<file path="config.mk">
export PLATFORM = sky130hd
export DESIGN_NAME = button_debounce_long_press
export DESIGN_NICKNAME = d
export VERILOG_FILES = /design/src/bdlp_pkg.sv /design/src/button_debounce_long_press.sv
export SDC_FILE = /design/constraint.sdc
export NUM_CORES = 1
export LEC_CHECK = 0
export ABC_AREA = 1
export BUFFER_PORTS_ARGS = -buffer_cell sky130_fd_sc_hd__buf_4
export CAP_MARGIN = 5
export CORE_ASPECT_RATIO = 1.5
export CORE_UTILIZATION = 56
export CTS_BUF_LIST = sky130_fd_sc_hd__clkbuf_2 sky130_fd_sc_hd__clkbuf_4 sky130_fd_sc_hd__clkbuf_8
export DETAILED_ROUTE_END_ITERATION = 8
export GPL_ROUTABILITY_DRIVEN = 0
export PLACE_DENSITY = 0.79
export SKIP_CTS_REPAIR_TIMING = 1
export SYNTH_ARGS = -nofsm -noshare
export SYNTH_HDL_FRONTEND = slang
export SYNTH_SLANG_ARGS = --single-unit
</file>
<file path="constraint.sdc">
create_clock -name i_clk -period 2.4 [get_ports i_clk]
set_input_delay 0.36 -clock i_clk [delete_from_list [all_inputs] [get_ports i_clk]]
set_output_delay 0.36 -clock i_clk [all_outputs]
set_load 0.02 [all_outputs]
</file>
<file path="src/bdlp_pkg.sv">
package bdlp_pkg;

    // Debounce machine phases
    typedef enum logic [2:0] {
        PH_RELEASED = 3'd0,
        PH_FALLING  = 3'd1,
        PH_PRESSED  = 3'd2,
        PH_RISING   = 3'd3,
        PH_LONG     = 3'd4
    } t_phase;

    // Latched event codes, as returned on a read
    typedef enum logic [2:0] {
        EV_NONE      = 3'd0,
        EV_PRESSED   = 3'd1,
        EV_LONG      = 3'd2,
        EV_SHORT_REL = 3'd3,
        EV_LONG_REL  = 3'd4
    } t_event;

    // Request kinds carried in tuser
    localparam logic REQ_TICK = 1'b0;
    localparam logic REQ_READ = 1'b1;

    // Configuration register indexes
    localparam logic CFG_DEBOUNCE   = 1'b0;
    localparam logic CFG_LONG_PRESS = 1'b1;

    localparam int DEB_W = 8;
    localparam int LONG_W = 16;

    localparam logic [DEB_W-1:0]  DEBOUNCE_RESET   = 8'd5;
    localparam logic [LONG_W-1:0] LONG_PRESS_RESET = 16'd100;

endpackage

</file>
<file path="src/button_debounce_long_press.sv">
// Button debouncer with long-press detection.
// Input stream s_axis: each item is a tick carrying one active-low pin sample
// (tuser = 0, tdata[0] = pin level) or a read of the pending event (tuser = 1).
// Output stream m_axis: exactly one item per input item; tdata[2:0] is the
// event code on a read (0 none, 1 pressed, 2 long press, 3 short release,
// 4 long release) and 0 on a tick.
// Configuration channel: index 0 = debounce ticks (8 bits), index 1 =
// long-press ticks (16 bits); writes complete in the cycle they are offered
// and belong in idle periods only.
// Throughput: one item per cycle while the skid entry is empty; the phase,
// counter and event registers update at acceptance.
// Stall: a two-entry output buffer (result register plus skid register)
// lets one more item in while a result waits; s_axis_tready drops only when
// both entries are full.
// Reset (synchronous, active low): phase released, counters zero, no event
// pending, registers back to 5 and 100, output buffer empty.
module button_debounce_long_press #(
    parameter int HELD_BITS = 16
) (
    input  logic        i_clk,
    input  logic        i_rst_n,
    // configuration write channel
    input  logic        i_cfg_valid,
    output logic        o_cfg_ready,
    input  logic        i_cfg_index,
    input  logic [15:0] i_cfg_data,
    // input items
    input  logic        s_axis_tvalid,
    output logic        s_axis_tready,
    input  logic [7:0]  s_axis_tdata,   // [0] pin_level, [7:1] zero
    input  logic        s_axis_tuser,   // [0] req_type
    // result items
    output logic        m_axis_tvalid,
    input  logic        m_axis_tready,
    output logic [7:0]  m_axis_tdata    // [2:0] event_code, [7:3] zero
);
    import bdlp_pkg::*;

    localparam int CMP_W = (HELD_BITS > LONG_W) ? HELD_BITS : LONG_W;

    logic [DEB_W-1:0]     r_deb_ticks;
    logic [LONG_W-1:0]    r_long_ticks;
    t_phase               r_phase, n_phase;
    logic [DEB_W-1:0]     r_deb_cnt, n_deb_cnt;
    logic [HELD_BITS-1:0] r_held, n_held;
    t_event               r_pend, n_pend;

    logic                 r_out_valid, r_skid_valid;
    t_event               r_out_code, r_skid_code;

    logic                 accept, take, is_tick, pressed;
    logic [DEB_W-1:0]     deb_inc;
    logic [HELD_BITS-1:0] held_inc;
    logic                 deb_done, long_now, long_inc;
    t_event               res_code;

    // Handshakes
    assign o_cfg_ready   = 1'b1;
    assign s_axis_tready = !r_skid_valid;
    assign accept        = s_axis_tvalid && s_axis_tready;
    assign take          = r_out_valid && m_axis_tready;
    assign is_tick       = accept && (s_axis_tuser == REQ_TICK);
    assign pressed       = !s_axis_tdata[0];

    // Saturating increments and threshold compares
    assign deb_inc  = (&r_deb_cnt) ? r_deb_cnt : r_deb_cnt + 1'b1;
    assign held_inc = (&r_held) ? r_held : r_held + 1'b1;
    assign deb_done = deb_inc >= r_deb_ticks;
    assign long_now = CMP_W'(r_held) >= CMP_W'(r_long_ticks);
    assign long_inc = CMP_W'(held_inc) >= CMP_W'(r_long_ticks);

    // Next phase
    always_comb begin
        n_phase = r_phase;
        if (is_tick) begin
            case (r_phase)
                PH_FALLING: begin
                    if (!pressed) n_phase = PH_RELEASED;
                    else if (deb_done) n_phase = PH_PRESSED;
                end
                PH_PRESSED: begin
                    if (!pressed) n_phase = PH_RISING;
                    else if (long_inc) n_phase = PH_LONG;
                end
                PH_RISING: begin
                    if (pressed) n_phase = long_now ? PH_LONG : PH_PRESSED;
                    else if (deb_done) n_phase = PH_RELEASED;
                end
                PH_LONG: begin
                    if (!pressed) n_phase = PH_RISING;
                end
                default: begin
                    n_phase = pressed ? PH_FALLING : PH_RELEASED;
                end
            endcase
        end
    end

    // Counters, pending event and result code
    always_comb begin
        n_deb_cnt = r_deb_cnt;
        n_held    = r_held;
        n_pend    = r_pend;
        res_code  = EV_NONE;
        if (accept && (s_axis_tuser == REQ_READ)) begin
            res_code = r_pend;
            n_pend   = EV_NONE;
        end else if (is_tick) begin
            case (r_phase)
                PH_FALLING: begin
                    if (pressed) begin
                        n_deb_cnt = deb_inc;
                        if (deb_done) begin
                            n_pend = EV_PRESSED;
                            n_held = '0;
                        end
                    end
                end
                PH_PRESSED: begin
                    if (pressed) begin
                        n_held = held_inc;
                        if (long_inc) n_pend = EV_LONG;
                    end else begin
                        n_deb_cnt = '0;
                    end
                end
                PH_RISING: begin
                    if (!pressed) begin
                        n_deb_cnt = deb_inc;
                        if (deb_done) begin
                            n_pend = long_now ? EV_LONG_REL : EV_SHORT_REL;
                            n_held = '0;
                        end
                    end
                end
                PH_LONG: begin
                    if (pressed) n_held = held_inc;
                    else n_deb_cnt = '0;
                end
                default: begin
                    if (pressed) n_deb_cnt = '0;
                end
            endcase
        end
    end

    // Configuration registers
    always_ff @(posedge i_clk) begin
        if (!i_rst_n) begin
            r_deb_ticks  <= DEBOUNCE_RESET;
            r_long_ticks <= LONG_PRESS_RESET;
        end else if (i_cfg_valid && o_cfg_ready) begin
            case (i_cfg_index)
                CFG_DEBOUNCE:   r_deb_ticks  <= i_cfg_data[DEB_W-1:0];
                CFG_LONG_PRESS: r_long_ticks <= i_cfg_data;
                default:        r_deb_ticks  <= r_deb_ticks;
            endcase
        end
    end

    // Machine state
    always_ff @(posedge i_clk) begin
        if (!i_rst_n) begin
            r_phase   <= PH_RELEASED;
            r_deb_cnt <= '0;
            r_held    <= '0;
            r_pend    <= EV_NONE;
        end else begin
            r_phase   <= n_phase;
            r_deb_cnt <= n_deb_cnt;
            r_held    <= n_held;
            r_pend    <= n_pend;
        end
    end

    // Output register with skid entry
    always_ff @(posedge i_clk) begin
        if (!i_rst_n) begin
            r_out_valid  <= 1'b0;
            r_skid_valid <= 1'b0;
        end else if (!r_out_valid || take) begin
            if (r_skid_valid) begin
                r_out_valid  <= 1'b1;
                r_skid_valid <= 1'b0;
            end else begin
                r_out_valid  <= accept;
            end
        end else if (accept) begin
            r_skid_valid <= 1'b1;
        end
    end

    // Result payload: refill from skid first, else take the new item
    always_ff @(posedge i_clk) begin
        if (!r_out_valid || take) begin
            r_out_code <= r_skid_valid ? r_skid_code : res_code;
        end else if (accept) begin
            r_skid_code <= res_code;
        end
    end

    assign m_axis_tvalid = r_out_valid;
    assign m_axis_tdata  = {5'd0, r_out_code};

endmodule

</file>
After elaboration in Yosys (flattened, before gate mapping)
Index checks and enable logic that the tools add are counted.

word-level totals
  register bits after elaboration = 62
  latch bits = 0
  RAM bits = 0
  memory bits (read-only) = 0
  bits of input ports = 31
  output and inout bits = 11
  memories = 0

cells by class
  $add $sub $neg = 2
  multipliers = 0
  div/mod/pow operators = 0
  magnitude comparators = 3
  equal/unequal tests = 17
  shifts and indexed selects = 0
  mux-type cells = 33
  bitwise logic cells = 5
  reduce and logical (&&, ||, !) cells = 21

operators with widths
  cell                                                             number
  16-bit 2-to-1 mux                                                5
  3-bit 2-to-1 mux                                                 17
  16-bit one-hot mux with 3 select lines                           1
  8-bit 2-to-1 mux                                                 5
  16-bit >= comparator                                             2
  8-bit one-hot mux with 3 select lines                            1
  16-bit by 1-bit adder with 16-bit output, second input constant  1
  2-bit != test, second input constant                             8
  16-bit AND reduction                                             1
  8-bit AND reduction                                              2
  3-bit one-hot mux with 4 select lines                            1
  6-bit AND reduction                                              2
  3-bit != test, second input constant                             3
  3-bit one-hot mux with 3 select lines                            1
  8-bit by 1-bit adder with 8-bit output, second input constant    1
  8-bit >= comparator                                              1
  3-bit by 2-bit == test with 1-bit output, second input constant  2
  2-bit AND reduction                                              3
  3-bit nonzero test                                               2
  2-bit OR reduction                                               3
  1-bit inverter                                                   5
  5-bit AND reduction                                              1
  1-bit logical AND                                                4
  3-bit by 1-bit == test with 1-bit output, second input constant  1
  other kinds (6)                                                  8

Depth between registers and ports, before layout
  depth in word-level cells = 6
  gate-level depth with buffers = 22
  depth with buffers taken out = 22

Worst setup path before layout
No wires, ideal clock.

  path kind = register to register
  from = register r_deb_cnt[0]
  to = register r_pend[1]
  setup time = 113 ps
  arrival = 2496 ps
  setup slack = -209 ps
  stages on the path, launching flop included = 19
  period minus slack after synthesis = 2609 ps
  cell sequence = dfxtp_1 ha_1 nand2_1 nor3_1 nand3_2 mux2_2 ha_1 nand2_1 nand3_1 nand2_1 nand2_1 nand2_1 nand2_1 o21ai_0 inv_1 nand2_1 nand2_1 nand2_1 nor2_1

on the way
  cells in the longest elaborated chain, start to end = 5
  elaborated cells between the ends (all ways) = 7
  those cells by class = add/sub: 1; order compare: 1; eq/ne: 2; mux: 1; reduce/logical: 2

ends and longest elaborated chain
  what                                                                           RTL line                           RTL
  start, declared                                                                button_debounce_long_press.sv:44   logic [DEB_W-1:0] r_deb_cnt, n_deb_cnt;
  start signal, assigned                                                         button_debounce_long_press.sv:170  r_deb_cnt <= n_deb_cnt;
  8-bit by 1-bit adder with 8-bit output or 8-bit AND reduction (tied branches)  button_debounce_long_press.sv:66   assign deb_inc = (&r_deb_cnt) ? r_deb_cnt : r_deb_cnt + 1'b1;
  8-bit 2-to-1 mux *                                                             button_debounce_long_press.sv:66
  8-bit >= comparator *                                                          button_debounce_long_press.sv:68   assign deb_done = deb_inc >= r_deb_ticks;
  2-bit != test (no source line)                                                 n/a
  8-bit AND reduction (no source line) *                                         n/a
  end signal, assigned                                                           button_debounce_long_press.sv:172  r_pend <= n_pend;
  end, declared                                                                  button_debounce_long_press.sv:46   t_event r_pend, n_pend;

Mark *: on every way between the ends. The rest lies on a longest branch, timed or not.
A chain may end at the register's enable or synchronous reset.

Final worst setup path
  from = register r_held[1]
  to = register r_pend[2]

on the way
  cells in the longest elaborated chain, start to end = 5
  elaborated cells between the ends (all ways) = 11
  those cells by class = add/sub: 1; order compare: 2; eq/ne: 1; mux: 5; reduce/logical: 2

ends and longest elaborated chain
  what                                                                                           RTL line                                                             RTL
  start, declared                                                                                button_debounce_long_press.sv:45                                     logic [HELD_BITS-1:0] r_held, n_held;
  start signal, assigned                                                                         button_debounce_long_press.sv:171                                    r_held <= n_held;
  16-bit by 1-bit adder with 16-bit output (tied with other cells)                               button_debounce_long_press.sv:67                                     assign held_inc = (&r_held) ? r_held : r_held + 1'b1;
  16-bit 2-to-1 mux or 3-bit 2-to-1 mux (tied branches)                                          button_debounce_long_press.sv:67, button_debounce_long_press.sv:131
  16-bit >= comparator or 3-bit 2-to-1 mux (tied branches)                                       button_debounce_long_press.sv:70, button_debounce_long_press.sv:130
  2-bit != test (no source line) or 3-bit 2-to-1 mux (tied branches)                             n/a
  8-bit AND reduction (no source line) or 3-bit one-hot mux with 3 select lines (tied branches)  n/a

Parallel ways exist; a longest one is shown, timed or not. The select of a mux whose other input is x is not followed.

==> impl_metrics.json <==
{
  "cts_max_level": 3,
  "crit_type": "reg -> reg",
  "r2r_end": "r_pend[2]",
  "grt_pass1_wl_um": 16900,
  "final_nets": 748,
  "n_antenna_cell": 0,
  "final_cell_area_um2": 5420,
  "grt_pass1_vias": 3988,
  "grt_max_degree": 30,
  "grt_usage": 0.287,
  "initial_core_util": 0.576,
  "dp_hpwl_um": 7830,
  "hold_depth": 3,
  "p_leak_nw": 2.51,
  "synth_cell_types": 40,
  "peakVddDrop_v": 0.000446,
  "wl_per_cell_um": 14.8,
  "crit_required_ps": 2690,
  "synth_flop_cell": "dfxtp_1",
  "multi_input_area_um2": 2760,
  "ios": 42,
  "whs_ps": 227,
  "crit_arrival_ps": 2910,
  "endpoint": "r_pend[2]",
  "die_h_um": 107,
  "ys_ff_latch": 62,
  "rows": 38,
  "seq_area_frac_synth": 0.314,
  "antenna_found_initial": 0,
  "fillers": 541,
  "period_minus_slack_ps": 2620,
  "critPathCaptureType": "flop",
  "firstDrtPassIters": 4,
  "synth_top_area_frac": 0.271,
  "start_kind": "flop",
  "cts_buffer_depth": 2,
  "r2r_cells": 21,
  "viasPerCell": 5.34,
  "fin_ws_ps": -216,
  "cts_root_buf": "clkbuf_8",
  "area.sequential_um2": 1310,
  "ys_warn_count": 0,
  "vias": 4164,
  "synth_area_leaders": "dfxtp_1 27%, ha_1 13%, nand2_1 13%",
  "max_freq_mhz": 382,
  "fin_skew_ps": 6.75,
  "core-area_um2": 7180,
  "drc": 0,
  "setup_viol": 22,
  "syn_inst": 585,
  "rsz0062_at_grt": "true",
  "synth_edf_count": 6,
  "drtAntennaViolNets": 0,
  "async_flop_share": 0,
  "syn-cell-area_um2": 4140,
  "numCtsBuffers": 9,
  "slew_viol_final": 0,
  "critPathMaxFanout": 4,
  "timing.critical_path.from": "r_held[1]",
  "period_share": 1.09,
  "reg2reg_slack_ps": -220,
  "clkLatencyLatePin_ps": 360,
  "drtIter0Drc": 178,
  "area_growth_pct": 31.0,
  "outcome": "finished with violations",
  "drv_cap": 0,
  "placed_area_um2": 4870,
  "hold_viol_final": 0,
  "fp.dieW_um": 72.2,
  "hp-class": "in -> reg",
  "powerDensity_nw_per_um2": 414,
  "synth_area_per_cell_um2": 7.07,
  "path_clk_slew_ps": 80,
  "timing.rr.start": "r_held[1]",
  "die-area_um2": 7740,
  "routed_wl_um": 11600,
  "cts_tree": "done",
  "violations": "setup timing",
  "grt-ovfl-total": 0,
  "finalPower_w": 0.00224,
  "io_buffers": 28,
  "cts_sinks": 62,
  "yosysTopAreaCell": "dfxtp_1",
  "drive_gt1_frac": 0.299
}
flip-flops by register name, summed over array words and instances (netlist names), 3 cells and up:
signal	flops
r_held	16
r_long_ticks	16
r_deb_cnt	8
r_deb_ticks	8
r_out_code	3
r_pend	3
r_phase	3
r_skid_code	3
final cells by class:
class / instances / area share
clock buffer: 10 / 0.0254
clock inverter: 6 / 0.00854
inverter: 82 / 0.0573
multi-input combinational: 426 / 0.509
sequential: 62 / 0.242
tap: 100 / 0.0231
timing repair buffer: 94 / 0.135
critical path, stage by stage, from the launching register on:
cell     delay, ps
dfxtp_2        370
ha_4           160
nand2_2         60
inv_2           90
nand2_4         70
nor2_4         150
nand4_1        160
nor2_1         140
nor2_1          50
nor2_1         140
ha_1           260
nand2_1         80
nand3_1         80
nand2_1         70
nand2_1         50
nand2_1         60
nand2_1         60
nand2_2         80
nand3_2        120
nand2_4        120
nand2_2         60
a21oi_2        130
power by group:
group	switching, W	internal [W]	leakage [nW]
Combinational	0.000182	0.000101	1.90
Sequential	0.0000117	0.00108	0.526
Clock	0.000467	0.000407	0.0889
Total	0.000661	0.00158	2.51
per-layer routing:
layer	wire [um]	vias up	track usage	share of wire
li1	-	2079	-	-
met1	4230	1916	0.265	0.37
met2	6230	111	0.554	0.54
met3	425	58	0.0590	0.037
met4	675	0	0.176	0.058
met5	0	-	0	0
synthesized netlist by cell type, types with 2 or more instances:
| library cell | count |
|---|---|
| nand2_2 | 4 |
| nand3_2 | 6 |
| nand2_1 | 139 |
| xor2_1 | 9 |
| buf_6 | 3 |
| nand3_1 | 32 |
| o21a_1 | 3 |
| clkbuf_1 | 8 |
| nor3_1 | 8 |
| nand4_1 | 7 |
| nor2_1 | 46 |
| o21bai_1 | 2 |
| o21ai_2 | 2 |
| a21oi_1 | 59 |
| buf_4 | 7 |
| xnor2_1 | 4 |
| inv_1 | 78 |
| edfxtp_1 | 6 |
| dfxtp_1 | 56 |
| o211ai_1 | 5 |
| o21ai_0 | 33 |
| a21oi_2 | 4 |
| nor2_4 | 2 |
| inv_2 | 3 |
| ha_1 | 42 |
| conb_1 | 2 |
| nor2_2 | 2 |
through the flow:
| step | setup TNS, ps | setup slack, ps | util | cells |
|---|---|---|---|---|
| floorplan | 0 | 3.35 | - | 589 |
| global placement | -3000 | -170 | 0.678 | 757 |
| detailed placement | -4400 | -257 | 0.678 | 757 |
| CTS | -5050 | -287 | 0.703 | 773 |
| global route | -5060 | -356 | 0.755 | 780 |
| finish | -2310 | -216 | 0.755 | 780 |
how the worst min path moves through the flow:
stage                         from               to  slack (ps)
finish               i_cfg_data[0]   r_deb_ticks[0]         230
global route         i_cfg_data[2]  r_long_ticks[2]         240
CTS                  i_cfg_data[0]   r_deb_ticks[0]         220
floorplan           r_deb_ticks[3]   r_deb_ticks[3]         430
global placement    r_deb_ticks[5]   r_deb_ticks[5]         450
detailed placement      r_phase[2]       r_phase[2]         450
placed cells by master (no fill, tap or decap), types with 7 or more instances in the layout:
cell type and instances:
o21ai_0 30, dfxtp_1 50, ha_4 7, nand3_1 27
a21oi_1 52, nand2_2 18, nor2_1 41, nand2_4 7
nand4_1 7, clkbuf_8 10, inv_1 73, nand3_2 9
ha_1 35, nand2_1 118, a21oi_2 11, buf_4 91
inv_2 8
kinds of logic (layout without fill, tap and decap cells):
logic type | count (synthesis) | in the layout | synth area share
AND/OR/NAND/NOR | 252 | 252 | 0.273
AO/OA/AOI/OAI | 112 | 112 | 0.149
flip-flops | 62 | 62 | 0.314
other | 2 | 6 | 0.00182
multiplexers | 1 | 1 | 0.00272
XOR/XNOR | 13 | 13 | 0.0275
adder cells (fa/ha/maj) | 42 | 42 | 0.127
buffers and inverters | 101 | 192 | 0.104
(Power assumes the default switching activity.)
